<file path="src/rtl/hex_text_to_ubx_frame_macros.svh">
// ----------------------------------------------------------------------------
// Assertion macros for the hex text to frame encoder
// Include-guarded macros that wrap concurrent assertions on clk_i/rst_ni.
// ----------------------------------------------------------------------------
`ifndef HEX_TEXT_TO_UBX_FRAME_MACROS_SVH
`define HEX_TEXT_TO_UBX_FRAME_MACROS_SVH

`ifndef ASSERT_OFF
// Check a property outside of reset.
`define HTU_ASSERT(label, prop) \
  label: assert property (@(posedge clk_i) disable iff (!rst_ni) (prop)) \
    else $error("assertion failed");
// Check a property at every edge, reset included.
`define HTU_ASSERT_ALWAYS(label, prop) \
  label: assert property (@(posedge clk_i) (prop)) \
    else $error("assertion failed");
`else
`define HTU_ASSERT(label, prop)
`define HTU_ASSERT_ALWAYS(label, prop)
`endif

`endif

</file>
<file path="src/rtl/hexubx_pkg.sv">
// ----------------------------------------------------------------------------
// hexubx_pkg
// Shared types and constants of the hex text to frame encoder.
// ----------------------------------------------------------------------------
package hexubx_pkg;

  localparam logic [7:0] SYNC_ONE = 8'hB5;
  localparam logic [7:0] SYNC_TWO = 8'h62;
  localparam logic [7:0] CH_BLANK = 8'h20;
  localparam logic [7:0] CH_MINUS = 8'h2D;
  localparam logic [16:0] LEN_BIAS = 17'd4;
  localparam logic [16:0] COUNT_MAX = 17'h1FFFF;

  // Status codes of a result word
  localparam logic [2:0] ST_OK        = 3'd0;
  localparam logic [2:0] ST_NO_MINUS  = 3'd1;
  localparam logic [2:0] ST_BAD_HIGH  = 3'd2;
  localparam logic [2:0] ST_BAD_LOW   = 3'd3;
  localparam logic [2:0] ST_LEN_ERR   = 3'd4;

  // Parser modes, one-hot
  typedef enum logic [6:0] {
    MODE_LABEL = 7'b0000001,
    MODE_MINUS = 7'b0000010,
    MODE_FIELD = 7'b0000100,
    MODE_HIGH  = 7'b0001000,
    MODE_LOW   = 7'b0010000,
    MODE_SEP   = 7'b0100000,
    MODE_HALT  = 7'b1000000
  } mode_e;

  // One result word
  typedef struct packed {
    logic [7:0] out_byte;
    logic       byte_valid;
    logic       frame_last;
    logic [2:0] status;
  } res_t;

  // Up to two result words produced by one accepted input word
  typedef struct packed {
    logic [1:0] n;
    res_t       r0;
    res_t       r1;
  } push_t;

  // Decode an ASCII hex digit: bit 4 = valid, bits 3:0 = value
  function automatic logic [4:0] hex_value(input logic [7:0] c);
    logic [4:0] v;
    v = 5'd0;
    if (c >= 8'h30 && c <= 8'h39) begin
      v = {1'b1, c[3:0]};
    end else if ((c >= 8'h61 && c <= 8'h66) || (c >= 8'h41 && c <= 8'h46)) begin
      v = {1'b1, c[3:0] + 4'd9};
    end
    return v;
  endfunction

endpackage

</file>
<file path="src/rtl/hexubx_parse.sv">
// ----------------------------------------------------------------------------
// hexubx_parse
// Record parser: mode update, byte assembly and Fletcher sums per input word.
// ----------------------------------------------------------------------------
`include "hex_text_to_ubx_frame_macros.svh"

module hexubx_parse (
  input  logic               clk_i,
  input  logic               rst_ni,
  input  logic               take_i,
  input  logic [7:0]         char_i,
  input  logic               eot_i,
  output hexubx_pkg::push_t  push_o
);
  import hexubx_pkg::*;

  mode_e       mode_q, mode_d;
  logic [3:0]  high_q, high_d;
  logic [16:0] count_q, count_d;
  logic [15:0] len_q, len_d;
  logic [7:0]  sum_a_q, sum_a_d;
  logic [7:0]  sum_b_q, sum_b_d;
  push_t       push;
  logic [4:0]  hv;
  logic [7:0]  b;
  logic [7:0]  sa_next;

  assign hv      = hex_value(char_i);
  assign b       = {high_q, hv[3:0]};
  assign sa_next = sum_a_q + b;

  // Decode one word against the current mode
  always_comb begin
    mode_d  = mode_q;
    high_d  = high_q;
    count_d = count_q;
    len_d   = len_q;
    sum_a_d = sum_a_q;
    sum_b_d = sum_b_q;
    push    = '0;
    case (mode_q)
      MODE_LABEL: begin
        if (!eot_i && char_i == CH_BLANK) mode_d = MODE_MINUS;
      end
      MODE_MINUS: begin
        if (eot_i) begin
          mode_d = MODE_LABEL;
        end else if (char_i != CH_MINUS) begin
          push.n = 2'd1;
          push.r0 = '{out_byte: 8'd0, byte_valid: 1'b0, frame_last: 1'b1,
                      status: ST_NO_MINUS};
          mode_d = MODE_HALT;
        end else begin
          mode_d = MODE_FIELD;
        end
      end
      MODE_FIELD: begin
        if (eot_i) begin
          mode_d = MODE_LABEL;
        end else if (char_i == CH_BLANK) begin
          count_d = '0;
          len_d   = '0;
          sum_a_d = '0;
          sum_b_d = '0;
          mode_d  = MODE_HIGH;
          push.n  = 2'd2;
          push.r0 = '{out_byte: SYNC_ONE, byte_valid: 1'b1, frame_last: 1'b0,
                      status: ST_OK};
          push.r1 = '{out_byte: SYNC_TWO, byte_valid: 1'b1, frame_last: 1'b0,
                      status: ST_OK};
        end
      end
      MODE_HIGH: begin
        if (eot_i || !hv[4]) begin
          push.n = 2'd1;
          push.r0 = '{out_byte: 8'd0, byte_valid: 1'b0, frame_last: 1'b1,
                      status: ST_BAD_HIGH};
          mode_d = MODE_HALT;
        end else begin
          high_d = hv[3:0];
          mode_d = MODE_LOW;
        end
      end
      MODE_LOW: begin
        if (eot_i || !hv[4]) begin
          push.n = 2'd1;
          push.r0 = '{out_byte: 8'd0, byte_valid: 1'b0, frame_last: 1'b1,
                      status: ST_BAD_LOW};
          mode_d = MODE_HALT;
        end else begin
          if (count_q == 17'd2) len_d = {len_q[15:8], b};
          if (count_q == 17'd3) len_d = {b, len_q[7:0]};
          if (count_q != COUNT_MAX) count_d = count_q + 17'd1;
          sum_a_d = sa_next;
          sum_b_d = sum_b_q + sa_next;
          mode_d  = MODE_SEP;
          push.n  = 2'd1;
          push.r0 = '{out_byte: b, byte_valid: 1'b1, frame_last: 1'b0,
                      status: ST_OK};
        end
      end
      MODE_SEP: begin
        if (!eot_i && char_i == CH_BLANK) begin
          mode_d = MODE_HIGH;
        end else if ({1'b0, len_q} + LEN_BIAS != count_q) begin
          push.n = 2'd1;
          push.r0 = '{out_byte: 8'd0, byte_valid: 1'b0, frame_last: 1'b1,
                      status: ST_LEN_ERR};
          mode_d = MODE_HALT;
        end else begin
          mode_d  = MODE_LABEL;
          push.n  = 2'd2;
          push.r0 = '{out_byte: sum_a_q, byte_valid: 1'b1, frame_last: 1'b0,
                      status: ST_OK};
          push.r1 = '{out_byte: sum_b_q, byte_valid: 1'b1, frame_last: 1'b1,
                      status: ST_OK};
        end
      end
      MODE_HALT: begin
        mode_d = MODE_HALT;
      end
      default: begin
        mode_d = MODE_HALT;
      end
    endcase
  end

  // Hand results on only for an accepted word
  always_comb begin
    push_o = push;
    if (!take_i) push_o.n = 2'd0;
  end

  // Advance parser state on each accepted word
  always_ff @(posedge clk_i or negedge rst_ni) begin
    if (!rst_ni) begin
      mode_q  <= MODE_LABEL;
      high_q  <= '0;
      count_q <= '0;
      len_q   <= '0;
      sum_a_q <= '0;
      sum_b_q <= '0;
    end else if (take_i) begin
      mode_q  <= mode_d;
      high_q  <= high_d;
      count_q <= count_d;
      len_q   <= len_d;
      sum_a_q <= sum_a_d;
      sum_b_q <= sum_b_d;
    end
  end

  `HTU_ASSERT(a_halt_sticky, mode_q == MODE_HALT |=> mode_q == MODE_HALT)
  `HTU_ASSERT(a_err_halts,
              take_i && push.n != 2'd0 && push.r0.status != ST_OK |=> mode_q == MODE_HALT)
  `HTU_ASSERT(a_err_is_last,
              push_o.n != 2'd0 && push_o.r0.status != ST_OK |-> push_o.r0.frame_last && push_o.n == 2'd1)

endmodule

</file>
<file path="src/rtl/hexubx_fifo.sv">
// ----------------------------------------------------------------------------
// hexubx_fifo
// Four-entry result queue: takes up to two words in, hands one word out.
// ----------------------------------------------------------------------------
`include "hex_text_to_ubx_frame_macros.svh"

module hexubx_fifo (
  input  logic              clk_i,
  input  logic              rst_ni,
  input  hexubx_pkg::push_t push_i,
  output logic              room_o,
  output logic              valid_o,
  input  logic              ready_i,
  output hexubx_pkg::res_t  data_o
);
  import hexubx_pkg::*;

  res_t       mem_q [4];
  logic [1:0] wr_q, wr_d;
  logic [1:0] rd_q, rd_d;
  logic [2:0] cnt_q, cnt_d;
  logic       pop;

  assign valid_o = (cnt_q != 3'd0);
  assign room_o  = (cnt_q <= 3'd2);
  assign pop     = valid_o && ready_i;
  assign data_o  = mem_q[rd_q];

  // Advance pointers and fill count
  always_comb begin
    wr_d  = wr_q + push_i.n;
    rd_d  = rd_q + {1'b0, pop};
    cnt_d = cnt_q + {1'b0, push_i.n} - {2'b00, pop};
  end

  always_ff @(posedge clk_i or negedge rst_ni) begin
    if (!rst_ni) begin
      wr_q  <= '0;
      rd_q  <= '0;
      cnt_q <= '0;
    end else begin
      wr_q  <= wr_d;
      rd_q  <= rd_d;
      cnt_q <= cnt_d;
    end
  end

  // Store pushed words in order
  always_ff @(posedge clk_i) begin
    if (push_i.n != 2'd0) mem_q[wr_q] <= push_i.r0;
    if (push_i.n == 2'd2) mem_q[wr_q + 2'd1] <= push_i.r1;
  end

  `HTU_ASSERT(a_cnt_bound, cnt_q <= 3'd4)
  `HTU_ASSERT(a_no_overflow, push_i.n != 2'd0 |-> cnt_q + 3'(push_i.n) <= 3'd4)
  `HTU_ASSERT(a_ptr_track, wr_q == rd_q + cnt_q[1:0])

endmodule

</file>
<file path="src/rtl/hex_text_to_ubx_frame.sv">
// ----------------------------------------------------------------------------
// hex_text_to_ubx_frame
// Turns a configuration text, one character per word, into binary frames
// with sync bytes, message bytes and a Fletcher-8 checksum pair.
// ----------------------------------------------------------------------------
//  channel  | dir | tdata          | tuser                     | tlast
//  s_axis   | in  | text_char[7:0] | [0] end_of_text           | -
//  m_axis   | out | out_byte[7:0]  | [0] byte_valid,[3:1] status | frame_last
//
//  An input word is parsed in the cycle it is accepted; its zero to two
//  result words land in a four-entry queue and leave one per cycle while
//  the receiver is ready. Words with no result are taken every cycle while
//  the queue has room; s_axis_tready drops while fewer than two entries are
//  free, so the output port bounds the rate to one result word per cycle.
//  Reset clears the parser to label scanning and empties the queue.
//  After an error word the parser halts and emits nothing until reset.
// ----------------------------------------------------------------------------
module hex_text_to_ubx_frame (
  input  logic       clk_i,
  input  logic       rst_ni,
  input  logic       s_axis_tvalid,
  output logic       s_axis_tready,
  input  logic [7:0] s_axis_tdata,   // [7:0] text_char
  input  logic [0:0] s_axis_tuser,   // [0] end_of_text
  output logic       m_axis_tvalid,
  input  logic       m_axis_tready,
  output logic [7:0] m_axis_tdata,   // [7:0] out_byte
  output logic [3:0] m_axis_tuser,   // [0] byte_valid, [3:1] status
  output logic       m_axis_tlast    // frame_last
);
  import hexubx_pkg::*;

  logic  take;
  logic  room;
  push_t push;
  res_t  res;

  assign s_axis_tready = room;
  assign take          = s_axis_tvalid && room;

  // Parse accepted words
  hexubx_parse u_parse (
    .clk_i  (clk_i),
    .rst_ni (rst_ni),
    .take_i (take),
    .char_i (s_axis_tdata),
    .eot_i  (s_axis_tuser[0]),
    .push_o (push)
  );

  // Queue result words toward the output
  hexubx_fifo u_fifo (
    .clk_i   (clk_i),
    .rst_ni  (rst_ni),
    .push_i  (push),
    .room_o  (room),
    .valid_o (m_axis_tvalid),
    .ready_i (m_axis_tready),
    .data_o  (res)
  );

  assign m_axis_tdata = res.out_byte;
  assign m_axis_tuser = {res.status, res.byte_valid};
  assign m_axis_tlast = res.frame_last;

endmodule

</file>
<file path="config.mk">
export PLATFORM = sky130hd
export DESIGN_NAME = hex_text_to_ubx_frame
export DESIGN_NICKNAME = d
export VERILOG_FILES = /design/src/rtl/hexubx_pkg.sv /design/src/rtl/hexubx_parse.sv /design/src/rtl/hexubx_fifo.sv /design/src/rtl/hex_text_to_ubx_frame.sv
export VERILOG_INCLUDE_DIRS = /design/src /design/src/rtl
export SDC_FILE = /design/constraint.sdc
export NUM_CORES = 1
export LEC_CHECK = 0
export ABC_CLOCK_PERIOD_IN_PS = 6350
export BUFFER_PORTS_ARGS = -buffer_cell sky130_fd_sc_hd__buf_2
export CAP_MARGIN = 15
export CORE_AREA = 4 4 86 148
export CTS_BUF_LIST = sky130_fd_sc_hd__clkbuf_4
export DETAILED_ROUTE_END_ITERATION = 10
export DIE_AREA = 0 0 90 152
export PLACE_DENSITY = 0.94
export SYNTH_ARGS = -nofsm -noshare
export SYNTH_HDL_FRONTEND = slang
export SYNTH_SLANG_ARGS = --single-unit
</file>
<file path="constraint.sdc">
create_clock -name clk_i -period 6.35 [get_ports clk_i]
set_input_delay 1.27 -clock clk_i [delete_from_list [all_inputs] [get_ports clk_i]]
set_output_delay 1.27 -clock clk_i [all_outputs]
set_load 0.02 [all_outputs]
</file>
==> flow_summary.json <==
{
  "status": "completed",
  "instances_no_fill": 917,
  "firstDrtPassIters": 6,
  "clk_latency_ps": 560,
  "clk_path_buf_depth": 2,
  "hpwlAfterDp_mm": 14.4,
  "power.density_mw_per_mm2": 203,
  "cts_hold_buf": 0,
  "hold_viol": 0,
  "final_common_cell": "nand2_1",
  "placed_area_mm2": 0.00760,
  "fin_worst_skew_ps": 17.2,
  "leakage_uw": 0.00296,
  "cp_max_fo": 5,
  "rsz0062_at_grt": "false",
  "ys.flop_type": "dfrtp_1",
  "fp-row-count": 52,
  "syn_avg_cell_area_um2": 9.83,
  "worst_pin_slew_ps": 1060,
  "final_cell_mix": "nand2_1, dfrtp_1, nor2_1, a21oi_1, edfxtp_1",
  "crit_top_cell": "ha_1",
  "fin_nets": 811,
  "route.met3.wl_mm": 1.24,
  "synth_area_mm2": 0.00746,
  "fin_crit_sh_pct": 81.4,
  "yosysSeqAreaShare_pct": 41.8,
  "ys_types": 80,
  "die_h_um": 152,
  "syn_inst": 759,
  "yosysTopAreaCellShare_pct": 22.1,
  "detail_route.iter0.violations": 718,
  "ios": 28,
  "synth_nets": 802,
  "end_kind": "flip-flop",
  "cp_top_family": "simple AND/OR/NAND/NOR gates",
  "path_cells": "buf_2 -> inv_1 -> ha_1 -> or3b_2 -> and4_1 -> a22oi_1 -> inv_1 -> ha_1 -> a21oi_1 -> nor2b_1 -> o31ai_1 -> nand2b_1 -> xor2_1 -> ha_1 -> or3_1 -> o21ai_0 -> a21oi_1 -> xor2_1 -> or3_1 -> o21ai_0",
  "wl_met2_mm": 10.2,
  "finalCriticalPeriod_ps": 5170,
  "wire_per_inst_um": 20.8,
  "fmaxAchievable_ghz": 0.193,
  "grt_pass1_vias": 6464,
  "drc": 0,
  "design_area_mm2": 0.00792,
  "htree_levels": 4,
  "area_growth_syn_to_layout_pct": 6.05,
  "cts_resized": 0,
  "cts_tree": "yes",
  "wl_met1_mm": 6.55,
  "vdd_drop_max_v": 0.000142,
  "hold_class": "reg -> reg",
  "drv_slew": 0,
  "num_vias": 6402,
  "max_stage_delay_ps": 500,
  "yosys_warnings": 0,
  "dp.cells": 883,
  "highest_layer": "met4",
  "cts_setup_buffers": 0,
  "clk_pin_slew_ps": 120,
  "ant_nets": 0,
  "grt-ovfl-total": 0,
  "nFillCells": 797,
  "tns_ps": 0,
  "slew_headroom_pct": 29.2,
  "yosysTopAreaCell": "dfrtp_1",
  "cp_slowest_cell": "a22oi_1",
  "initial_utilization_pct": 64.8,
  "cp.arrival_ps": 5660,
  "die_area_mm2": 0.0137,
  "synthArstFlopShare_pct": 56.3,
  "die_w_um": 90,
  "cts-buffers-inserted": 17,
  "critical_path_required_ps": 6840,
  "synth.area.top_cells": "dfrtp_1, edfxtp_1, ha_1",
  "whs_ps": 468,
  "cap_viol_max_count": 0,
  "ctsRootBufferMaster": "clkbuf_4",
  "crit_type": "in -> reg",
  "viasPerCell": 6.98,
  "gp_congestion": 0.994,
  "synth-edff-count": 40,
  "coreArea_mm2": 0.0115,
  "totalWireLength_mm": 19.1,
  "numPortBuffers": 27,
  "grt_max_degree": 68,
  "grt_usage_pct": 28.6,
  "layout-drive-gt1-share_pct": 13.4,
  "worst-path-buf-inv": 3,
  "cp-start-kind": "input pin",
  "antenna_found_initial": 1,
  "cts.sink_count": 119,
  "ys_ff_latch": 119,
  "grt_pass1_wl_mm": 31.7,
  "setup_violations": 0
}
==> routing by layer <==
| layer | vias to the layer above | global-route usage [%] |
|---|---|---|
| met2 | 399 | 50.7 |
| met5 | - | 0 |
| met4 | 0 | 17.3 |
| met3 | 103 | 5.44 |
| li1 | 2868 | - |
| met1 | 3032 | 31.2 |
==> cell type report <==
| class | count | area, um^2 | share of cell area (%) |
|---|---|---|---|
| clock inverters | 15 | 178 | 2.24 |
| repair buffers | 31 | 165 | 2.09 |
| flip-flops and latches | 119 | 3120 | 39.4 |
| multi-input cells | 569 | 4040 | 51.1 |
| inverters | 30 | 113 | 1.42 |
| clock buffers | 17 | 128 | 1.61 |
| well taps | 135 | 169 | 2.13 |
| diodes | 1 | 2.50 | 0.0316 |
==> cells in the mapped netlist (15+ instances only) <==
cell and number:
a22oi_1 31, o21ai_0 31, nand3_1 15, nand2_1 70, o22ai_1 30, xnor2_1 31
a21oi_1 40, xor2_1 17, dfrtp_1 66, inv_1 30, ha_1 27, nor3_1 17
nor2_1 56, edfxtp_1 40, clkbuf_1 25
==> report_power, final <==
part,total [uW],internal (uW),switching (uW),leakage [uW]
Sequential,856,805,51.5,0.00126
Clock,590,274,316,0.000154
Combinational,159,79.0,80.2,0.00154
Total,1600,1160,447,0.00296
==> worst paths after layout <==
path                                            startpoint                              end  slack, ps  cells after the start
min                        u_fifo.mem_q[0][0]$_SDFFE_PP0P_  u_fifo.mem_q[0][0]$_SDFFE_PP0P_        470                      2
max in group asynchronous                           rst_ni  u_parse.count_q[10]$_DFFE_PN0P_       4860                      2
min reg2reg                u_fifo.mem_q[0][0]$_SDFFE_PP0P_  u_fifo.mem_q[0][0]$_SDFFE_PP0P_        470                      2
min in group asynchronous                           rst_ni    u_parse.mode_q[6]$_DFFE_PN0P_        870                      2
max                                        s_axis_tdata[1]   u_parse.sum_b_q[7]$_DFFE_PN0P_       1180                     20
max reg2reg                   u_parse.len_q[2]$_DFFE_PN0P_        u_fifo.cnt_q[2]$_DFF_PN0_       2050                     16
==> worst register-to-register path: cells and delay by family (launching register included) <==
kind            cells  cell delay [ps]
simple gates        4             1150
fa+ha+maj           4             1040
xor+xnor            2              300
buf+inv             2              100
compound gates      4             1140
flops               1              460
==> stage by stage <==
step | setup slack (ps) | utilization [%] | total power, uW
after global placement | 1030 | 66.0 | 1020
final | 1180 | 68.7 | 1600
after CTS | 1350 | 68.6 | 1610
after detailed placement | 770 | 66.0 | 1030
after floorplan | 1400 | - | 975
after global routing | 1000 | 68.7 | 1660
==> flip-flops by register name (all words and copies together) (netlist names) <==
name / flops
u_parse.sum_a_q: 8
u_parse.high_q: 4
u_parse.count_q: 17
u_fifo.rd_q: 2
u_parse.len_q: 16
u_fifo.mem_q: 52
u_fifo.wr_q: 2
u_fifo.cnt_q: 3
u_parse.sum_b_q: 8
u_parse.mode_q: 7
==> logic make-up (layout without fill, tap and decap cells) <==
| kind of cell | Yosys count | after routing | share of synthesized area, % |
|---|---|---|---|
| XOR/XNOR | 48 | 48 | 5.63 |
| buffers and inverters | 71 | 93 | 4.06 |
| multiplexers | 19 | 19 | 4.81 |
| adder cells (fa/ha/maj) | 30 | 30 | 5.33 |
| flip-flops | 119 | 119 | 41.8 |
| AO/OA/AOI/OAI | 216 | 216 | 20.1 |
| AND/OR/NAND/NOR | 256 | 256 | 18.2 |
| other | 0 | 1 | 0 |
Power figures use the tool's default switching activity.
